## config.mk

```make
export PLATFORM = sky130hd
export DESIGN_NAME = cdg_grad
export DESIGN_NICKNAME = d
export VERILOG_FILES = /design/src/design/cdg_pkg.sv /design/src/design/cdg_grad.sv
export SDC_FILE = /design/constraint.sdc
export NUM_CORES = 1
export LEC_CHECK = 0
export BUFFER_PORTS_ARGS = -buffer_cell sky130_fd_sc_hd__buf_2
export CAP_MARGIN = 5
export CORE_MARGIN = 2
export CORE_UTILIZATION = 44
export CTS_CLUSTER_SIZE = 8
export DETAILED_ROUTE_END_ITERATION = 7
export PLACE_DENSITY = 0.78
export SYNTH_ARGS = -nofsm -noshare
export SYNTH_HDL_FRONTEND = slang
export SYNTH_SLANG_ARGS = --single-unit
```

## constraint.sdc

```tcl
create_clock -name clk -period 2.8 [get_ports clk]
set_input_delay 0.28 -clock clk [delete_from_list [all_inputs] [get_ports clk]]
set_output_delay 0.28 -clock clk [all_outputs]
set_load 0.1 [all_outputs]
```

## src/design/cdg_pkg.sv

```systemverilog
package cdg_pkg;

	// Field widths
	localparam int SAMPLE_W   = 8;
	localparam int DIFF_W     = 9;
	localparam int BYTE_W     = 7;
	localparam int ROW_W      = 12;
	localparam int FW_W       = 11;
	localparam int FH_W       = 13;
	localparam int CFG_DATA_W = 13;
	localparam int OUT_DATA_W = 2 * DIFF_W + 2 * BYTE_W;

	// Frame limits and reset geometry
	localparam int MAX_WIDTH_DEF = 1024;
	localparam int MAX_HEIGHT    = 4096;
	localparam int WIDTH_RST     = 1024;
	localparam int HEIGHT_RST    = 768;

	// Item kinds carried on s_tuser
	localparam logic FUNC_PIXEL = 1'b0;
	localparam logic FUNC_DRAIN = 1'b1;

	// Configuration register indexes
	typedef enum logic [0:0] {
		CFG_FRAME_WIDTH  = 1'b0,
		CFG_FRAME_HEIGHT = 1'b1
	} cfg_idx_t;

	// Per-beat command from the sequencer to the gradient stage
	typedef struct packed {
		logic rd;         // beat consumed, line buffers read
		logic emit;       // beat produces a result
		logic first_row;  // emitted row is row 0: above is the center
		logic last_col;   // rightmost column: right is the center
		logic col_zero;   // leftmost column: left is the center
		logic drain;      // drain beat: below is the center
		logic frame_end;  // final result of the frame
	} cdg_cmd_t;

endpackage

```

## src/design/cdg_grad.sv

```systemverilog
module cdg_grad (
	input  logic                               clk,
	input  logic                               arst_n,
	input  cdg_pkg::cdg_cmd_t                  cmd,
	input  logic [cdg_pkg::SAMPLE_W-1:0]       sample,
	input  logic [cdg_pkg::SAMPLE_W-1:0]       mid_rdata,
	input  logic [cdg_pkg::SAMPLE_W-1:0]       upper_rdata,
	output logic                               in_ready,
	output logic                               out_valid,
	input  logic                               out_ready,
	output logic [cdg_pkg::OUT_DATA_W-1:0]     out_data,
	output logic                               out_last
);

	logic                               v_s1;
	logic [cdg_pkg::SAMPLE_W-1:0]       center_s1;
	logic [cdg_pkg::SAMPLE_W-1:0]       left_s1;
	logic [cdg_pkg::SAMPLE_W-1:0]       below_s1;
	logic                               first_s1;
	logic                               last_s1;
	logic                               drain_s1;
	logic                               end_s1;
	logic [cdg_pkg::SAMPLE_W-1:0]       prev_center_q;

	logic                               out_v_q;
	logic [cdg_pkg::OUT_DATA_W-1:0]     out_data_q;
	logic                               out_last_q;

	logic                               adv;
	logic [cdg_pkg::SAMPLE_W-1:0]       right;
	logic [cdg_pkg::SAMPLE_W-1:0]       above;
	logic [cdg_pkg::SAMPLE_W-1:0]       below;
	logic signed [cdg_pkg::DIFF_W-1:0]  gx;
	logic signed [cdg_pkg::DIFF_W-1:0]  gy;
	logic [cdg_pkg::BYTE_W-1:0]         red;
	logic [cdg_pkg::BYTE_W-1:0]         green;

	// Stage 1 moves on when the output register is free or being taken
	always_comb begin
		adv      = v_s1 && (!out_v_q || out_ready);
		in_ready = !v_s1 || !out_v_q || out_ready;
	end

	// Clamp neighbors at the frame edges and form the differences
	always_comb begin
		right = last_s1  ? center_s1 : mid_rdata;
		above = first_s1 ? center_s1 : upper_rdata;
		below = drain_s1 ? center_s1 : below_s1;
		gx    = $signed({1'b0, right}) - $signed({1'b0, left_s1});
		gy    = $signed({1'b0, below}) - $signed({1'b0, above});
		red   = gx[cdg_pkg::DIFF_W-1] ? '0 : gx[cdg_pkg::BYTE_W:1];
		green = gy[cdg_pkg::DIFF_W-1] ? '0 : gy[cdg_pkg::BYTE_W:1];
	end

	// Valid flags
	always_ff @(posedge clk or negedge arst_n) begin
		if (!arst_n) begin
			v_s1    <= 1'b0;
			out_v_q <= 1'b0;
		end else begin
			if (cmd.emit) begin
				v_s1 <= 1'b1;
			end else if (adv) begin
				v_s1 <= 1'b0;
			end
			if (adv) begin
				out_v_q <= 1'b1;
			end else if (out_ready) begin
				out_v_q <= 1'b0;
			end
		end
	end

	// Capture the center and its left neighbor; the fresh read is the right one
	always_ff @(posedge clk) begin
		if (cmd.rd) begin
			prev_center_q <= mid_rdata;
		end
		if (cmd.emit) begin
			center_s1 <= mid_rdata;
			left_s1   <= cmd.col_zero ? mid_rdata : prev_center_q;
			below_s1  <= sample;
			first_s1  <= cmd.first_row;
			last_s1   <= cmd.last_col;
			drain_s1  <= cmd.drain;
			end_s1    <= cmd.frame_end;
		end
		if (adv) begin
			out_data_q <= {green, red, gy, gx};
			out_last_q <= end_s1;
		end
	end

	assign out_valid = out_v_q;
	assign out_data  = out_data_q;
	assign out_last  = out_last_q;

	// A full stage 1 behind a held output blocks new beats
	a_hold_blocks_input: assert property (@(posedge clk) disable iff (!arst_n)
		(v_s1 && out_v_q && !out_ready) |-> !in_ready)
		else $error("beat accepted while pipeline is held");

	// An output beat only appears from stage 1
	a_out_from_s1: assert property (@(posedge clk) disable iff (!arst_n)
		$rose(out_v_q) |-> $past(v_s1))
		else $error("output valid without a stage 1 beat");

	// An empty output register never stalls the input
	a_ready_when_empty: assert property (@(posedge clk) disable iff (!arst_n)
		!out_v_q |-> in_ready)
		else $error("input stalled with empty output");

endmodule
```

==> flow_metrics.py, run 1 <==
metrics = {
    "layout": {
        "multi_input_area_um2": 1194,
        "layoutNonFillerInstCount": 417,
        "drive_gt1_share_pct": 35.24,
        "n_fill_cell": 644,
        "final_nets": 362,
        "diodes": 0,
        "stdcell_area_um2": 4065,
        "areaGrowthSynthToFinish_pct": 19.62,
        "seqCellArea_um2": 2122,
    },
    "sta": {
        "setup_viol": 0,
        "maxSlewViolCount": 0,
        "fmax_mhz": 404.3,
        "relSlewSlack_pct": 56.37,
        "worst_slack_ns": 0.3268,
        "fin_skew_ns": 0.009527,
        "hold_viol_final": 0,
        "fin_crit_sh_pct": 88.33,
        "hold_slack_ns": 0.1084,
        "worstMarginPinSlew_ns": 0.6544,
        "rsz0062_at_grt": "no",
        "final.min_clock_period_ns": 2.473,
        "tns_ns": 0,
    },
    "clocking": {
        "clk_pin_slew_ns": 0.08,
        "worstSkewPairLatency_ns": 0.35,
        "h-tree-depth": 3,
        "cts-root-buf": "clkbuf_8",
        "cts_made_buffers": 9,
        "post_cts_buffers": 0,
        "clock_sinks": 71,
        "clockBufferDepth": 2,
        "cts_tree": "done",
    },
    "floorplanning": {
        "core_um2": 7607,
        "die_area_um2": 8442,
        "die_y_um": 91.88,
        "die_x_um": 91.88,
        "io_pins": 69,
        "num_rows": 32,
        "initial_utilization_pct": 44.67,
    },
    "logic_synthesis": {
        "synth_flop_cell": "edfxtp_1",
        "postSynth.asyncResetShare_pct": 2.817,
        "synthTopCellsByCount": "edfxtp_1 (69), mux2_2 (21), inv_1 (18)",
        "ys_ff_latch": 71,
        "yosysWarnings": 0,
        "synthTopCellsByArea": "edfxtp_1 (61%), mux2_2 (7.0%), ha_1 (5.9%), mux2i_1 (3.2%), inv_1 (2.0%)",
        "syn_nets": 284,
        "yosysTopAreaCellShare_pct": 60.97,
        "yosysTopAreaCell": "edfxtp_1",
        "synth_edf_count": 69,
        "syn-cell-area_um2": 3398,
        "syn_area_per_cell_um2": 14.65,
        "seq_area_frac_synth_pct": 62.44,
        "ys_types": 31,
        "yosysMostFrequentCell": "edfxtp_1",
        "synthCells": 232,
    },
    "grt": {
        "grt_pass1_vias": 2102,
        "grt.total_usage_pct": 15.85,
        "grt_max_degree": 34,
        "grt_pass1_wl_mm": 10.25,
        "gr-total-overflow": 0,
        "antenna_found_initial": 0,
    },
    "setup_path": {
        "crit_type": "register to register",
        "critPathMaxFanout": 8,
        "critPathLaunchType": "register",
        "worstSetupEndpointType": "register",
        "arrival_ns": 2.54,
        "reg2reg_depth": 6,
        "worstPathRequired_ns": 2.87,
    },
    "detailed_routing": {
        "route.vias.total": 2096,
        "avgViaCountPerCell": 5.026,
        "drt-wirelength-per-cell_um": 14.70,
        "detail-route-antenna-nets": 0,
        "drc": 0,
        "wl_mm": 6.128,
        "initialDrtViolationCount": 107,
        "drtPass1Iterations": 4,
    },
    "min_path": {
        "hold_depth": 1,
        "hold_class": "primary input to register",
    },
    "pwr": {
        "p_clk_share_pct": 23.6,
        "power_leakage_uw": 0.001699,
        "power_density_nw_per_um2": 819.0,
        "intPower_uw": 2026,
        "power_frac_seq_pct": 41.4,
        "pwr-share-comb_pct": 35.0,
        "p_sw_share_pct": 39.16,
        "power_switching_uw": 1304,
        "vdd_drop_max_uv": 292.4,
    },
    "placement": {
        "dpl.hpwl_mm": 4.458,
        "placed_cell_area_um2": 3866,
        "routabilityCongestion": 0.8027,
        "portBuffers": 68,
        "dp_slack_ns": 0.3296,
        "placed_cells": 400,
    },
    "job": {
        "cap_violations": 0,
    },
    "run_status": {
        "status": "finished clean",
    },
}
cell usage in the layout (no fill, tap or decap), drive strengths merged, types with 2 or more instances in the layout:
master	count
buf	70
edfxtp	69
mux2	21
inv	18
ha	16
mux2i	11
nor2	10
clkbuf	10
a211oi	10
o21a	8
nor3	8
nand2	6
a21oi	6
clkinv	5
nor2b	4
o211a	4
a21o	4
o21ai	4
a21boi	4
o31a	4
and2	3
nand3b	3
nand2b	3
o311a	2
nor3b	2
xnor2	2
fa	2
dfrtp	2
o211ai	2
metal layers:
layer  up-vias  wire (µm)  global-route usage (%)
met2        58       2646                   22.55
met3        14        308                   3.369
met5         -          0                       0
met4         0        150                   8.831
li1       1046          -                       -
met1       978       3022                   22.61
path summary, 6_finish.rpt:
| path | from | slack, ns | endpoint |
|---|---|---|---|
| min in group asynchronous | arst_n | 0.25 | out_valid |
| max reg2reg | drain_s1 | 0.33 | out_data[27] |
| max in group asynchronous | arst_n | 2.46 | v_s1 |
| max | drain_s1 | 0.33 | out_data[27] |
| min reg2reg | end_s1 | 0.43 | out_last |
| min | sample[6] | 0.11 | below_s1[6] |
stage by stage:
step / util [%] / total power (µW)
after floorplan: - / 2372
after global placement: 50.82 / 2552
after detailed placement: 50.82 / 2567
after CTS: 53.44 / 3360
after global routing: 53.44 / 3478
final: 53.44 / 3329
kinds of logic (layout without fill, tap and decap cells):
logic type	after synthesis	in the layout	synth area share, %
flops	71	71	62.44
compound gates	48	48	11.45
simple gates	39	39	5.891
mux	32	32	10.20
buf+inv	22	105	2.430
fa+ha+maj	18	18	7.069
xor+xnor	2	2	0.5156
critical path, stage by stage (launching register included):
cell and delay [ns]:
edfxtp_1 0.57, mux2_2 0.38, ha_1 0.34, nor2b_1 0.16, o31a_2 0.33, o211ai_4 0.28
a211oi_1 0.13
registers in the layout (all words and copies together), names as in the netlist:
register,count
first_s1,1
drain_s1,1
out_last,1
out_valid,1
center_s1,8
end_s1,1
below_s1,8
out_data,32
prev_center_q,8
v_s1,1
left_s1,8
last_s1,1
power groups by stage:
| stage | Sequential [µW] | Clock (µW) | Combinational, µW |
|---|---|---|---|
| floorplan | 1970 | 0 | 403 |
| global placement | 1400 | 0 | 1150 |
| detailed placement | 1400 | 0 | 1160 |
| CTS | 1380 | 810 | 1170 |
| global route | 1390 | 846 | 1240 |
| finish | 1380 | 787 | 1160 |
cell type report:
type	instances	share of cell area, %
Tap cell	102	3.139
Inverter	18	1.662
Clock inverter	6	1.508
Timing Repair Buffer	71	8.987
Sequential cell	71	52.20
Multi-Input combinational cell	139	29.36
Clock buffer	10	3.139
what timing repair did:
| item | in CTS | in global routing |
|---|---|---|
| endpoints found under the setup margin | 0 | 0 |
| hold buffers | 1 | 0 |
| hold endpoints to repair | 2 | 0 |
| gates resized for setup | 0 | 0 |
No activity file was read; power rests on OpenSTA's default activity.
==> run 2: changes to the inputs <==
CTS_BUF_LIST = sky130_fd_sc_hd__clkbuf_4 sky130_fd_sc_hd__clkbuf_8   (was not set)
MAX_ROUTING_LAYER = met4   (was not set)
REMOVE_ABC_BUFFERS = 1   (was not set)
==> flow_metrics.py, run 2 (synthesized netlist as in run 1, its figures left out) <==
metrics = {
    "floorplanning": {
        "initial_utilization_pct": 44.67,
        "core_um2": 7607,
        "num_rows": 32,
        "die_x_um": 91.88,
        "die_y_um": 91.88,
        "die_area_um2": 8442,
        "io_pins": 69,
    },
    "detailed_routing": {
        "initialDrtViolationCount": 168,
        "route.vias.total": 2146,
        "detail-route-antenna-nets": 0,
        "drc": 0,
        "wl_mm": 6.354,
        "avgViaCountPerCell": 5.146,
        "drtPass1Iterations": 4,
        "drt-wirelength-per-cell_um": 15.24,
    },
    "placement": {
        "portBuffers": 68,
        "routabilityCongestion": 0.7855,
        "placed_cell_area_um2": 3866,
        "placed_cells": 400,
        "dpl.hpwl_mm": 4.618,
    },
    "sta": {
        "setup_viol": 0,
        "relSlewSlack_pct": 57.16,
        "fin_crit_sh_pct": 89.15,
        "hold_viol_final": 0,
        "final.min_clock_period_ns": 2.496,
        "hold_slack_ns": 0.1097,
        "fmax_mhz": 400.6,
        "maxSlewViolCount": 0,
        "worstMarginPinSlew_ns": 0.6427,
        "fin_skew_ns": 0.004680,
        "tns_ns": 0,
        "rsz0062_at_grt": "no",
    },
    "grt": {
        "antenna_found_initial": 0,
        "grt.total_usage_pct": 17.05,
        "grt_max_degree": 34,
        "gr-total-overflow": 0,
        "grt_pass1_vias": 2157,
        "grt_pass1_wl_mm": 10.71,
    },
    "clocking": {
        "ctsResizeCount": 0,
        "cts_made_buffers": 9,
        "worstSkewPairLatency_ns": 0.35,
        "clock_sinks": 71,
        "h-tree-depth": 3,
        "clk_pin_slew_ns": 0.07,
        "clockBufferDepth": 2,
        "cts_tree": "done",
        "post_cts_buffers": 0,
        "cts-hold-fix-buffers": 1,
        "cts-root-buf": "clkbuf_8",
    },
    "layout": {
        "final_nets": 362,
        "n_fill_cell": 659,
        "layout_commonest_cell": "edfxtp_1",
        "stdcell_area_um2": 4088,
        "diodes": 0,
        "drive_gt1_share_pct": 35.24,
        "most-common-layout-cells": "edfxtp_1 (69), buf_2 (68), mux2_2 (21)",
        "final_util_pct": 53.73,
        "largest_register_ffs": 32,
        "areaGrowthSynthToFinish_pct": 20.29,
        "layoutNonFillerInstCount": 417,
    },
    "pwr": {
        "power_density_nw_per_um2": 837.8,
        "vdd_drop_max_uv": 321.5,
        "power_leakage_uw": 0.001710,
    },
    "setup_path": {
        "arrival_ns": 2.56,
        "timing.rr.start": "drain_s1",
        "crit_type": "register to register",
        "reg2reg_depth": 6,
        "critPathMaxFanout": 8,
        "r2r_end": "out_data[26]",
        "worstPathRequired_ns": 2.87,
        "cp-startpoint": "drain_s1",
        "critPathLaunchType": "register",
        "worstSetupEndpointType": "register",
        "critPathCapture": "out_data[26]",
        "r2r_setup_slack_ns": 0.30,
    },
    "min_path": {
        "worstHoldStart": "sample[7]",
        "hold_class": "primary input to register",
    },
    "run_status": {
        "status": "finished clean",
    },
    "job": {
        "cap_violations": 0,
    },
}
-- run 2: how the worst min path moves through the flow --
stage | to | cells past startpoint
finish | below_s1[7] | 1
global route | drain_s1 | 1
CTS | below_s1[7] | 1
detailed placement | out_valid | 1
global placement | v_s1 | 1
floorplan | out_valid | 0
-- run 2: cell type report --
type	count	area [µm²]	area share, %
Tap cell	102	127.6	3.122
Multi-Input combinational cell	139	1194	29.20
Clock inverter	5	72.57	1.775
Clock buffer	11	138.9	3.398
Inverter	18	67.56	1.653
Timing Repair Buffer	71	365.4	8.938
Sequential cell	71	2122	51.91
-- run 2: critical path: stages, from the launching register on --
cell and delay [ns]:
edfxtp_1 0.58, mux2_2 0.38, ha_1 0.34, nor2b_1 0.17, o31a_2 0.33, o211ai_4 0.28
a21boi_0 0.13
-- run 2: through the flow --
stage / setup WS (ns) / power [µW]
after CTS: 0.3041 / 3447
after floorplan: 0.4507 / 2369
final: 0.3039 / 3425
after detailed placement: 0.3010 / 2573
after global placement: 0.3918 / 2552
after global routing: 0.1805 / 3585
-- run 2: power by group --
group | leakage [µW] | internal, µW | switching [µW]
clock | 0.000109 | 514 | 360
combinational | 0.000907 | 279 | 891
sequential | 0.000694 | 1340 | 41.3
total | 0.00171 | 2130 | 1290
-- run 2: metal layers --
layer | GRT usage, % | wire length, µm
met1 | 22.87 | 2956
met2 | 24.14 | 2869
met3 | 4.273 | 366
met4 | 8.706 | 162
met5 | - | 0
