<file path="src/design/cdg_pkg.sv">
package cdg_pkg;

	// Field widths
	localparam int SAMPLE_W   = 8;
	localparam int DIFF_W     = 9;
	localparam int BYTE_W     = 7;
	localparam int ROW_W      = 12;
	localparam int FW_W       = 11;
	localparam int FH_W       = 13;
	localparam int CFG_DATA_W = 13;
	localparam int OUT_DATA_W = 2 * DIFF_W + 2 * BYTE_W;

	// Frame limits and reset geometry
	localparam int MAX_WIDTH_DEF = 1024;
	localparam int MAX_HEIGHT    = 4096;
	localparam int WIDTH_RST     = 1024;
	localparam int HEIGHT_RST    = 768;

	// Item kinds carried on s_tuser
	localparam logic FUNC_PIXEL = 1'b0;
	localparam logic FUNC_DRAIN = 1'b1;

	// Configuration register indexes
	typedef enum logic [0:0] {
		CFG_FRAME_WIDTH  = 1'b0,
		CFG_FRAME_HEIGHT = 1'b1
	} cfg_idx_t;

	// Per-beat command from the sequencer to the gradient stage
	typedef struct packed {
		logic rd;         // beat consumed, line buffers read
		logic emit;       // beat produces a result
		logic first_row;  // emitted row is row 0: above is the center
		logic last_col;   // rightmost column: right is the center
		logic col_zero;   // leftmost column: left is the center
		logic drain;      // drain beat: below is the center
		logic frame_end;  // final result of the frame
	} cdg_cmd_t;

endpackage

</file>
<file path="src/design/cdg_ctrl.sv">
module cdg_ctrl #(
	parameter int MAX_WIDTH = cdg_pkg::MAX_WIDTH_DEF
) (
	input  logic                            clk,
	input  logic                            arst_n,
	input  logic                            cfg_fire,
	input  cdg_pkg::cfg_idx_t               cfg_index,
	input  logic [cdg_pkg::CFG_DATA_W-1:0]  cfg_data,
	input  logic                            in_fire,
	input  logic                            func,
	output cdg_pkg::cdg_cmd_t               cmd,
	output logic                            mid_wr_en,
	output logic [$clog2(MAX_WIDTH)-1:0]    col_addr,
	output logic [$clog2(MAX_WIDTH)-1:0]    mid_rd_addr
);

	localparam int AW = $clog2(MAX_WIDTH);
	localparam int W_RST = (cdg_pkg::WIDTH_RST < MAX_WIDTH) ? cdg_pkg::WIDTH_RST : MAX_WIDTH;
	localparam logic [AW-1:0] WM1_RST = AW'(W_RST - 1);
	localparam logic [cdg_pkg::ROW_W-1:0] HM1_RST = cdg_pkg::ROW_W'(cdg_pkg::HEIGHT_RST - 1);
	localparam logic [cdg_pkg::ROW_W-1:0] HM1_MAX = cdg_pkg::ROW_W'(cdg_pkg::MAX_HEIGHT - 1);

	logic [AW-1:0]               wm1_q;
	logic [cdg_pkg::ROW_W-1:0]   hm1_q;
	logic [AW-1:0]               col_q;
	logic [cdg_pkg::ROW_W-1:0]   row_q;
	logic                        drain_q;

	logic [cdg_pkg::FW_W-1:0]    fw;
	logic [cdg_pkg::FH_W-1:0]    fh;
	logic [AW-1:0]               wm1_new;
	logic [cdg_pkg::ROW_W-1:0]   hm1_new;
	logic                        take_pixel;
	logic                        take_drain;
	logic                        last;

	// Clamp written geometry into range and keep it as last index
	always_comb begin
		fw = cfg_data[cdg_pkg::FW_W-1:0];
		fh = cfg_data[cdg_pkg::FH_W-1:0];
		if (fw == '0) begin
			wm1_new = '0;
		end else if (32'(fw) > MAX_WIDTH) begin
			wm1_new = AW'(MAX_WIDTH - 1);
		end else begin
			wm1_new = AW'(fw - cdg_pkg::FW_W'(1));
		end
		if (fh == '0) begin
			hm1_new = '0;
		end else if (32'(fh) > cdg_pkg::MAX_HEIGHT) begin
			hm1_new = HM1_MAX;
		end else begin
			hm1_new = cdg_pkg::ROW_W'(fh - cdg_pkg::FH_W'(1));
		end
	end

	// Decode the beat against the frame position
	always_comb begin
		take_pixel = in_fire && (func == cdg_pkg::FUNC_PIXEL) && !drain_q;
		take_drain = in_fire && (func == cdg_pkg::FUNC_DRAIN) && drain_q;
		last       = (col_q == wm1_q);

		cmd.rd        = take_pixel || take_drain;
		cmd.emit      = take_drain || (take_pixel && (row_q != '0));
		cmd.first_row = drain_q ? (row_q == '0) : (row_q == cdg_pkg::ROW_W'(1));
		cmd.last_col  = last;
		cmd.col_zero  = (col_q == '0);
		cmd.drain     = drain_q;
		cmd.frame_end = drain_q && last;

		mid_wr_en   = take_pixel;
		col_addr    = col_q;
		// Fetch the right neighbor; at row end prefetch column 0 for the next row
		mid_rd_addr = last ? '0 : col_q + AW'(1);
	end

	// Geometry registers and frame position counters
	always_ff @(posedge clk or negedge arst_n) begin
		if (!arst_n) begin
			wm1_q   <= WM1_RST;
			hm1_q   <= HM1_RST;
			col_q   <= '0;
			row_q   <= '0;
			drain_q <= 1'b0;
		end else if (cfg_fire) begin
			unique case (cfg_index)
				cdg_pkg::CFG_FRAME_WIDTH:  wm1_q <= wm1_new;
				cdg_pkg::CFG_FRAME_HEIGHT: hm1_q <= hm1_new;
				default:                   wm1_q <= wm1_q;
			endcase
			col_q   <= '0;
			row_q   <= '0;
			drain_q <= 1'b0;
		end else if (take_pixel) begin
			if (last) begin
				col_q <= '0;
				if (row_q == hm1_q) begin
					drain_q <= 1'b1;
				end else begin
					row_q <= row_q + cdg_pkg::ROW_W'(1);
				end
			end else begin
				col_q <= col_q + AW'(1);
			end
		end else if (take_drain) begin
			if (last) begin
				col_q   <= '0;
				row_q   <= '0;
				drain_q <= 1'b0;
			end else begin
				col_q <= col_q + AW'(1);
			end
		end
	end

	// Column never runs past the row end
	a_col_in_row: assert property (@(posedge clk) disable iff (!arst_n)
		col_q <= wm1_q)
		else $error("column counter past row end");

	// Drain only ever runs on the last row
	a_drain_last_row: assert property (@(posedge clk) disable iff (!arst_n)
		drain_q |-> (row_q == hm1_q))
		else $error("draining outside the last row");

endmodule

</file>
<file path="config.mk">
export PLATFORM = sky130hd
export DESIGN_NAME = cdg_ctrl
export DESIGN_NICKNAME = d
export VERILOG_FILES = /design/src/design/cdg_pkg.sv /design/src/design/cdg_ctrl.sv
export SDC_FILE = /design/constraint.sdc
export NUM_CORES = 1
export LEC_CHECK = 0
export BUFFER_PORTS_ARGS = -buffer_cell sky130_fd_sc_hd__buf_2
export CAP_MARGIN = 10
export CORE_MARGIN = 10
export CORE_UTILIZATION = 35
export DETAILED_ROUTE_END_ITERATION = 10
export GPL_ROUTABILITY_DRIVEN = 0
export GPL_TIMING_DRIVEN = 1
export SYNTH_ARGS = -nofsm -noshare
export SYNTH_HDL_FRONTEND = slang
export SYNTH_SLANG_ARGS = --single-unit
</file>
<file path="constraint.sdc">
create_clock -name clk -period 2.2 [get_ports clk]
set_clock_uncertainty 0.1 [all_clocks]
set_input_delay 0 -clock clk [delete_from_list [all_inputs] [get_ports clk]]
set_output_delay 0 -clock clk [all_outputs]
set_load 0.01 [all_outputs]
</file>
==> out/qor.csv, run 1 <==
stage,metric,value,unit
run_status,status,finished clean,
die,# rows,34,
synthesis,mapped cell area,3080,sq um
cells_and_area,layout cell share with drive strength beyond 1,27.4,%
synthesis,synthesized flop and latch total,45,
clock_network,CTS tree,built,
die,Die H,114,um
synthesis,Synth Net Count,387,
synthesis,synth unique cells,51,
cells_and_area,diodes inserted,0,
critical_path,CP Capture Type,flop,
die,Die ar.,12900,sq um
synthesis,Async SR Flop Fraction,100,%
synthesis,"Seq/Total Area, Yosys",37.4,%
synthesis,Ys Warns,0,
route,drt pass-1 iters,4,
timing,f_max,0.466,GHz
timing,Max-Slew Margin vs Limit,39.5,%
route,detailed-route wire length per cell,16.0,um
timing,worst hold slack,0.0226,ns
die,core footprint,8640,sq um
clock_network,Clock Latency Late Sink,0.30,ns
die,Initial Util,35.6,%
synthesis,Mapped Avg Cell Area,8.52,sq um
timing,max-slew violation count,0,
pwr,Power Total,1930,uW
critical_path,Worst EP required,2.35,ns
critical_path,crit path max fanout,5,
critical_path,WS Path Type,flop to flop,
critical_path,WP data arrival,2.29,ns
pwr,Power Density,510,nW/um^2
route,routed wire length,8550,um
grt,vias in the first global route,2750,
grt,total gr overflow,0,
timing,period utilisation layout,97.5,%
grt,largest net degree at the start of global routing,41,
clock_network,Root Driver,clkbuf_8,
placed_design,post-detail-place hpwl,6470,um
cells_and_area,Finished Core Util,43.8,%
grt,first-pass GRT wire length,14000,um
route,drc violations,0,
pwr,Peak VDD IR,0.231,mV
synthesis,ys flop type,dfrtp_1,
placed_design,PortBufs,46,
clock_network,clk sink count,45,
timing,final count of negative-setup-slack endpoints,0,
cells_and_area,FILL cells,870,
flow_run,Max-Cap Viols,0,
route,ANT nets after route,0,
timing,fin crit period,2.15,ns
cells_and_area,Synth-to-Final Area Change,22.9,%
pwr,Pleak,0.00171,uW
die,Die X,114,um
min_path,Tightest Hold Check Type,input pin to flop,
route,DRT iter0 DRCs,109,
cells_and_area,Post-layout nets,452,
grt,initial antenna violation count,0,
clock_network,htree depth,2,
clock_network,clk slew on worst S/H paths,0.09,ns
synthesis,Mapped Cells,361,
critical_path,critical path launch point type,flop,
timing,RSZ-0062 raised after global routing,true,
timing,slew at the pin with the worst max-slew slack,0.907,ns
synthesis,number of enable flip-flop cells after synthesis,0,
timing,final hold vios,0,
grt,Total Routing Usage GR,13.2,%
route,DR vias/cell,5.31,
clock_network,CTS max path bufs,2,
route,via count,2840,
clock_network,CTS Buf Count,5,
die,# IOs,47,
==> flip-flops by register name, indices dropped and copies added (netlist names) <==
signal	count
hm1_q	12
wm1_q	10
drain_q	1
row_q	12
col_addr	10
==> layer usage <==
layer | wire length (um) | vias up | part of all wire [%] | global-route usage, %
met5 | 0 | - | 0 | 0
met4 | 95 | 0 | 1.1 | 3.47
met3 | 430 | 8 | 5.0 | 3.57
met2 | 3860 | 75 | 45 | 20.3
met1 | 4170 | 1363 | 49 | 18.0
li1 | - | 1394 | - | -
==> cell type report <==
class,count,area (sq um),share of cell area [%]
multi-input combinational,277,1800,47.5
tap,108,135,3.57
inverter,12,45.0,1.19
sequential,45,1150,30.4
timing repair buffer,85,544,14.4
clock buffer,8,111,2.95
==> report_power, final <==
group	leakage (uW)	switching, uW	total (uW)	internal [uW]
clock	0.0000566	295	620	325
combinational	0.00110	193	342	149
sequential	0.000554	46.3	968	922
==> metrics by stage <==
step / area, sq um / std cells / TNS [ns] / setup WS, ns
floorplan: 3080 / 361 / 0 / 0.0962
global placement: 3540 / 517 / 0 / 0.0295
detailed placement: 3540 / 517 / -0.00555 / -0.00555
CTS: 3730 / 532 / 0 / 0.0139
global route: 3780 / 535 / -0.140 / -0.0420
finish: 3780 / 535 / 0 / 0.0541
==> synth_stat cells (2+ instances only) <==
| cell | n | area share, % |
|---|---|---|
| mux2i_1 | 3 | 0.98 |
| and2_1 | 3 | 0.61 |
| a21o_1 | 2 | 0.49 |
| and3_1 | 5 | 1.0 |
| inv_1 | 12 | 1.5 |
| a22o_1 | 5 | 1.4 |
| buf_1 | 2 | 0.24 |
| o2bb2ai_1 | 4 | 1.1 |
| or3_1 | 10 | 2.0 |
| o31ai_1 | 5 | 1.2 |
| buf_4 | 4 | 0.98 |
| a31oi_1 | 2 | 0.41 |
| nand3b_1 | 4 | 0.98 |
| clkbuf_1 | 18 | 2.2 |
| nand4b_1 | 3 | 0.85 |
| o211ai_1 | 4 | 0.98 |
| nor3_1 | 6 | 0.98 |
| xor2_1 | 17 | 4.8 |
| dfstp_2 | 19 | 16 |
| nand3_1 | 12 | 2.0 |
| nand2_1 | 42 | 5.1 |
| buf_2 | 2 | 0.33 |
| nor4_1 | 8 | 1.6 |
| dfrtp_1 | 26 | 21 |
| o21ai_0 | 23 | 3.7 |
| nor2b_1 | 3 | 0.61 |
| o221ai_1 | 3 | 0.85 |
| xnor2_1 | 23 | 6.5 |
| ha_1 | 7 | 2.8 |
| nand2b_1 | 3 | 0.61 |
| a21oi_1 | 23 | 3.7 |
| nor2_1 | 34 | 4.1 |
| nand4_1 | 6 | 1.2 |
==> worst max-delay path, stage by stage, from the launching register on <==
cell      delay [ns]
dfstp_2         0.56
xnor2_2         0.11
nand4_1         0.16
or4_4           0.56
a211oi_4        0.33
buf_6           0.16
a22o_1          0.12
==> cells in the final DEF (no fill, tap or decap), types with 4 or more instances in the layout <==
cell type and instances:
dlygate4sd3_1 7, nand3_1 12, nor2_1 34, nand3b_1 4, inv_1 12, dfrtp_1 26, xor2_1 17, nand4_1 6
xnor2_1 22, or3_1 10, a22o_1 5, nor3_1 5, dfstp_2 19, a21oi_1 23, o211ai_1 4, ha_1 7
o21ai_0 21, o31ai_1 5, nand2_1 42, and3_1 5, buf_4 31, o2bb2ai_1 4, nor4_1 6, buf_2 46
clkbuf_8 6
==> cells by family after synthesis <==
group / count (synthesis) / synth area share, %
AND/OR/NAND/NOR: 146 / 24.7
flip-flops: 45 / 37.4
XOR/XNOR: 40 / 11.4
multiplexers: 4 / 1.34
buffers and inverters: 39 / 5.37
AO/OA/AOI/OAI: 80 / 17.0
adder cells (fa/ha/maj): 7 / 2.85
==> worst paths after layout <==
check,from,to,slack (ns),depth (start not counted)
hold / removal,cfg_data[4],hm1_q[4]$_DFFE_PN1P_,0.02,4
max in group asynchronous,arst_n,wm1_q[8]$_DFFE_PN1P_,1.04,3
setup / recovery,wm1_q[4]$_DFFE_PN1P_,row_q[6]$_DFFE_PN0P_,0.05,6
hold reg to reg,hm1_q[5]$_DFFE_PN1P_,hm1_q[5]$_DFFE_PN1P_,0.39,2
min in group asynchronous,arst_n,row_q[11]$_DFFE_PN0P_,0.27,2
setup reg to reg,wm1_q[4]$_DFFE_PN1P_,row_q[6]$_DFFE_PN0P_,0.05,6
==> timing repair <==
| item | in CTS | in global routing |
|---|---|---|
| setup endpoints to repair | 1 | 13 |
| pin swaps | 1 | 8 |
| buffers inserted | 0 | 3 |
| resized for setup | 0 | 6 |
| hold endpoints to repair | 33 | 0 |
| hold buffers | 7 | 0 |
No activity file was read; power rests on OpenSTA's default activity.
==> inputs of run 2 (changes only) <==
--- a/config.mk
+++ b/config.mk
@@ -12,6 +12,7 @@
 export DETAILED_ROUTE_END_ITERATION = 10
 export GPL_ROUTABILITY_DRIVEN = 0
 export GPL_TIMING_DRIVEN = 1
+export PLACE_DENSITY_LB_ADDON = 0.1
 export SYNTH_ARGS = -nofsm -noshare
 export SYNTH_HDL_FRONTEND = slang
 export SYNTH_SLANG_ARGS = --single-unit
==> out/qor.csv, run 2 (same netlist as run 1, synthesis figures left out) <==
stage,metric,value,unit,change
cells_and_area,cell area after layout,3790,sq um,+0.30%
critical_path,crit path max fanout,6,,+1
pwr,Power Density,483,nW/um^2,-5.3%
pwr,clock power share,27.8,%,-4.3 points
route,drc violations,0,,unchanged
placed_design,Post-DP Area,3560,sq um,+0.42%
clock_network,CTS tree,built,,
pwr,Cell Int Power,1300,uW,-6.6%
critical_path,CP Capture Type,flop,,
clock_network,CTS Buf Count,5,,unchanged
timing,final hold vios,0,,unchanged
pwr,Comb power frac,19.5,%,+1.8 points
clock_network,CTS max path bufs,2,,unchanged
grt,initial antenna violation count,0,,unchanged
critical_path,peak per-stage delay on the critical path,0.57,ns,about the same
critical_path,"critical path, cell by cell","or4b_1, nor3_4, and4_4, a211oi_4, mux2_2",,
cells_and_area,Finished Core Util,43.9,%,+0.13 points
cells_and_area,FILL cells,893,,+2.6%
timing,final count of negative-setup-slack endpoints,0,,unchanged
critical_path,Critical-path top delay cell,or4b_1,,
route,routed wire length,8860,um,+3.6%
cells_and_area,top flop regs,"hm1_q: 12 flops, row_q: 12 flops",,
die,Initial Util,35.6,%,unchanged
timing,f_max,0.462,GHz,-0.79%
cells_and_area,diodes inserted,0,,unchanged
timing,Max-Slew Margin vs Limit,45.7,%,+6.1 points
critical_path,reg2reg start,drain_q$_DFFE_PN0P_,,
cells_and_area,layout cell share with drive strength beyond 1,27.7,%,+0.27 points
route,DRT iter0 DRCs,80,,-27%
timing,max-slew violation count,0,,unchanged
timing,period utilisation layout,98.3,%,+0.78 points
grt,largest net degree at the start of global routing,35,,-15%
timing,slew at the pin with the worst max-slew slack,0.815,ns,-0.0922 ns
min_path,Tightest Hold Check Type,input pin to flop,,
route,via count,2798,,-1.5%
critical_path,WP data arrival,2.27,ns,-0.02 ns
critical_path,CP bufs+invs,0,,-1
grt,Total Routing Usage GR,13.8,%,+0.51 points
pwr,sequential power share,52.8,%,+2.6 points
die,Die X,114,um,unchanged
clock_network,Root Driver,clkbuf_8,,
critical_path,critical path launch point type,flop,,
critical_path,kind of cell adding the most delay to the critical path,simple AND/OR/NAND/NOR gates,,
flow_run,Max-Cap Viols,0,,unchanged
route,ANT nets after route,0,,unchanged
route,detailed-route wire length per cell,16.5,um,+3.0%
critical_path,RR Endpoint,row_q[0]$_DFFE_PN0P_,,
cells_and_area,"most common cell after layout, fill and taps aside",buf_2,,
die,Die ar.,12900,sq um,unchanged
pwr,Psw,530,uW,-0.94%
route,drt pass-1 iters,4,,unchanged
critical_path,Worst EP required,2.30,ns,-0.05 ns
critical_path,Critical Path Start,drain_q$_DFFE_PN0P_,,
clock_network,clk sink count,45,,unchanged
grt,total gr overflow,0,,unchanged
timing,fin crit period,2.16,ns,+0.0172 ns
timing,setup_tns,0,ns,unchanged
die,# IOs,47,,unchanged
placed_design,post-detail-place hpwl,6710,um,+3.7%
run_status,status,finished clean,,
timing,worst hold slack,0.0289,ns,+0.00627 ns
clock_network,htree depth,2,,unchanged
critical_path,WS Path Type,flop to flop,,
clock_network,clk slew on worst S/H paths,0.10,ns,about the same
clock_network,Clock Latency Late Sink,0.31,ns,about the same
die,Die H,114,um,unchanged
critical_path,Reg2Reg Depth,5,,-1
min_path,HP Start,cfg_data[10],,
cells_and_area,Synth-to-Final Area Change,23.3,%,
critical_path,reg2reg setup slack,0.04,ns,-0.02 ns
cells_and_area,"commonest cells after routing, fill and taps aside","buf_2 (46), nand2_1 (42), nor2_1 (34)",,
die,core footprint,8640,sq um,unchanged
pwr,Pleak,0.00172,uW,+0.35%
cells_and_area,Post-layout nets,455,,+0.66%
timing,RSZ-0062 raised after global routing,true,,
pwr,switch share,28.9,%,+1.2 points
die,# rows,34,,unchanged
min_path,hold path endpoint,wm1_q[4]$_DFFE_PN1P_,,
min_path,hold path depth,3,,-1
grt,first-pass GRT wire length,14600,um,+3.9%
route,DR vias/cell,5.20,,-2.0%
pwr,Peak VDD IR,0.214,mV,-7.3%
grt,vias in the first global route,2839,,+3.2%
placed_design,PortBufs,46,,unchanged
-- run 2: final cells by class --
type	instances	area (sq um)	share of cell area, %
inverters	12	45.0	1.19
well taps	108	135	3.56
clock inverters	1	5.00	0.132
clock buffers	7	76.3	2.01
flip-flops and latches	45	1150	30.3
multi-input cells	277	1810	47.8
repair buffers	88	569	15.0
-- run 2: through the flow --
stage / power, uW / setup WS (ns) / std cells
after floorplan: 1170 / 0.0962 / 361
after global placement: 1300 / 0.00924 / 519
after detailed placement: 1310 / -0.0359 / 519
after CTS: 1840 / 0.0189 / 535
after global routing: 1930 / -0.0306 / 538
final: 1830 / 0.0369 / 538
-- run 2: worst max-delay path by stage --
stage | end | slack (ns) | depth (start not counted)
finish | row_q[0]$_DFFE_PN0P_ | 0.04 | 5
global route | row_q[0]$_DFFE_PN0P_ | -0.03 | 5
CTS | row_q[0]$_DFFE_PN0P_ | 0.02 | 5
detailed placement | row_q[0]$_DFFE_PN0P_ | -0.04 | 5
global placement | row_q[0]$_DFFE_PN0P_ | 0.009 | 5
floorplan | row_q[0]$_DFFE_PN0P_ | 0.1 | 6
-- run 2: routing by layer --
| metal | global-route usage [%] | part of all wire [%] | up-vias | routed length (um) |
|---|---|---|---|---|
| met5 | 0 | 0 | - | 0 |
| met4 | 4.40 | 0.96 | 0 | 85 |
| met3 | 2.89 | 4.3 | 6 | 379 |
| met2 | 20.9 | 46 | 61 | 4040 |
| met1 | 19.0 | 49 | 1326 | 4360 |
| li1 | - | - | 1405 | - |
-- run 2: repair_timing --
item,4_1_cts,5_1_grt
resized for setup,0,6
hold buffers,8,0
endpoints found under the hold margin,34,0
gates cloned,0,1
pin swaps,2,7
buffers inserted,0,2
endpoints found under the setup margin,3,11
-- run 2: worst reg2reg max path, delay by kind of cell, from the launching register on --
family,cells,cell delay (ns)
mux,1,0.27
compound gates,1,0.08
flops,1,0.45
simple gates,3,1.15
-- run 2: power by group through the flow --
stage / Sequential, uW / Clock [uW] / Combinational, uW
after floorplan: 970 / 0 / 203
after global placement: 979 / 0 / 323
after detailed placement: 983 / 0 / 328
after CTS: 967 / 528 / 343
after global routing: 977 / 556 / 401
final: 967 / 509 / 357
==> inputs of run 3 (changes only) <==
==> constraint.sdc (replaced) <==
create_clock -name clk -period 2.39 [get_ports clk]
set_clock_uncertainty 0.1 [all_clocks]
set_input_delay 0 -clock clk [delete_from_list [all_inputs] [get_ports clk]]
set_output_delay 0 -clock clk [all_outputs]
set_load 0.01 [all_outputs]
==> out/qor.csv, run 3 (same netlist as run 1, synthesis figures left out) <==
stage,metric,value,unit,change
cells_and_area,Synth-to-Final Area Change,20.5,%,
min_path,Tightest Hold Check Type,input pin to flop,,
grt,initial antenna violation count,0,,unchanged
timing,period utilisation layout,93.2,%,-5.1 points
critical_path,Worst EP required,2.53,ns,+0.23 ns
cells_and_area,cell area after layout,3710,sq um,-2.2%
timing,f_max,0.449,GHz,-2.9%
critical_path,WS Path Type,flop to flop,,
cells_and_area,top flop regs,"hm1_q: 12 flops, row_q: 12 flops",,
grt,total gr overflow,0,,unchanged
pwr,Peak VDD IR,0.175,mV,-18%
grt,vias in the first global route,2822,,-0.60%
flow_run,Max-Cap Viols,0,,unchanged
route,DR vias/cell,5.24,,+0.77%
timing,final count of negative-setup-slack endpoints,0,,unchanged
route,drt pass-1 iters,4,,unchanged
timing,setup_tns,0,ns,unchanged
timing,fin crit period,2.23,ns,+0.0638 ns
die,Die ar.,12900,sq um,unchanged
route,routed wire length,8400,um,-5.2%
critical_path,kind of cell adding the most delay to the critical path,simple AND/OR/NAND/NOR gates,,
timing,max-slew violation count,0,,unchanged
grt,first-pass GRT wire length,14500,um,-0.23%
critical_path,peak per-stage delay on the critical path,0.62,ns,+0.05 ns
placed_design,post-detail-place hpwl,6510,um,-3.0%
die,Die X,114,um,unchanged
clock_network,Root Driver,clkbuf_8,,
cells_and_area,layout cell share with drive strength beyond 1,25.7,%,-2.0 points
clock_network,CTS max path bufs,2,,unchanged
route,DRT iter0 DRCs,113,,+41%
clock_network,CTS tree,built,,
die,# IOs,47,,unchanged
placed_design,PortBufs,46,,unchanged
critical_path,CP bufs+invs,0,,unchanged
clock_network,CTS Buf Count,5,,unchanged
critical_path,CP Capture Type,flop,,
pwr,Power Density,465,nW/um^2,-3.8%
critical_path,cell count along the critical path,5,,unchanged
cells_and_area,"most common cell after layout, fill and taps aside",buf_2,,
die,Die H,114,um,unchanged
route,drc violations,0,,unchanged
critical_path,Critical-path top delay cell,or4_4,,
clock_network,htree depth,2,,unchanged
route,via count,2767,,-1.1%
critical_path,crit path max fanout,7,,+1
timing,Max-Slew Margin vs Limit,66.0,%,+20 points
clock_network,clk slew on worst S/H paths,0.09,ns,about the same
cells_and_area,diodes inserted,0,,unchanged
route,ANT nets after route,0,,unchanged
placed_design,Place WS,0.154,ns,+0.190 ns
grt,Total Routing Usage GR,13.4,%,-0.36 points
clock_network,Post-CTS Setup Inserts,0,,unchanged
cells_and_area,Finished Core Util,42.9,%,-0.99 points
placed_design,Post-DP Area,3510,sq um,-1.5%
timing,Setup WS post-layout,0.163,ns,+0.126 ns
run_status,status,finished clean,,
timing,RSZ-0062 raised after global routing,false,,
pwr,Pleak,0.00167,uW,-3.1%
critical_path,Reg2Reg Depth,5,,unchanged
grt,largest net degree at the start of global routing,25,,-29%
cells_and_area,Post-layout nets,445,,-2.2%
route,detailed-route wire length per cell,15.9,um,-3.4%
cells_and_area,"commonest cells after routing, fill and taps aside","buf_2 (46), nand2_1 (42), nor2_1 (33)",,
die,core footprint,8640,sq um,unchanged
critical_path,critical path launch point type,flop,,
clock_network,clk sink count,45,,unchanged
timing,final hold vios,0,,unchanged
timing,slew at the pin with the worst max-slew slack,0.504,ns,-0.310 ns
die,Initial Util,35.6,%,unchanged
clock_network,Clock Latency Late Sink,0.30,ns,about the same
critical_path,WP data arrival,2.37,ns,+0.10 ns
die,# rows,34,,unchanged
min_path,hold path depth,3,,unchanged
critical_path,"critical path, cell by cell","xnor2_1, nand4_1, or4_4, a211oi_4, mux2_2",,
==> run 3: final cells by class <==
cell class                 count  area, sq um
fill                         899         4930
timing repair buffer          78          490
inverter                      12         45.0
clock buffer                   7         97.6
tap                          108          135
multi-input combinational    277         1780
sequential                    45         1150
clock inverter                 1         5.00
==> run 3: worst paths after layout <==
kind / slack (ns) / from / to
worst max-delay path: 0.16 / col_addr[7]$_DFFE_PN0P_ / row_q[0]$_DFFE_PN0P_
worst min-delay path: 0.03 / cfg_data[10] / wm1_q[5]$_DFFE_PN1P_
worst max register to register: 0.16 / col_addr[7]$_DFFE_PN0P_ / row_q[0]$_DFFE_PN0P_
worst min register to register: 0.39 / wm1_q[3]$_DFFE_PN1P_ / wm1_q[3]$_DFFE_PN1P_
max in group asynchronous: 1.32 / arst_n / wm1_q[7]$_DFFE_PN1P_
min in group asynchronous: 0.10 / arst_n / row_q[4]$_DFFE_PN0P_
==> run 3: per-stage QoR <==
step / instances / power, uW / hold WS (ns)
after floorplan: 361 / 1080 / -0.396
after global placement: 512 / 1190 / -0.0988
after detailed placement: 512 / 1190 / -0.0944
after CTS: 528 / 1750 / 0.0231
after global routing: 528 / 1830 / 0.0725
final: 528 / 1720 / 0.0297
==> run 3: power by group <==
part	switching (uW)	internal, uW	leakage [uW]
Clock	267	269	0.0000534
Combinational	171	129	0.00106
Sequential	40.9	848	0.000554
==> run 3: timing repair <==
item                                    4_1_cts  5_1_grt
hold buffers                                  8        0
gates resized for setup                       0        3
hold endpoints to repair                     29        0
endpoints found under the setup margin        0        4
==> run 3: tightest hold or removal path, stage by stage <==
cell and delay, ns:
buf_2 0.20, a21oi_1 0.14, o21ai_0 0.08
==> run 3: per-layer routing <==
| metal | share of wire [%] | GRT usage, % |
|---|---|---|
| met1 | 49 | 19.0 |
| met2 | 45 | 20.2 |
| met3 | 4.8 | 2.78 |
| met4 | 1.1 | 3.38 |
| met5 | 0 | 0 |
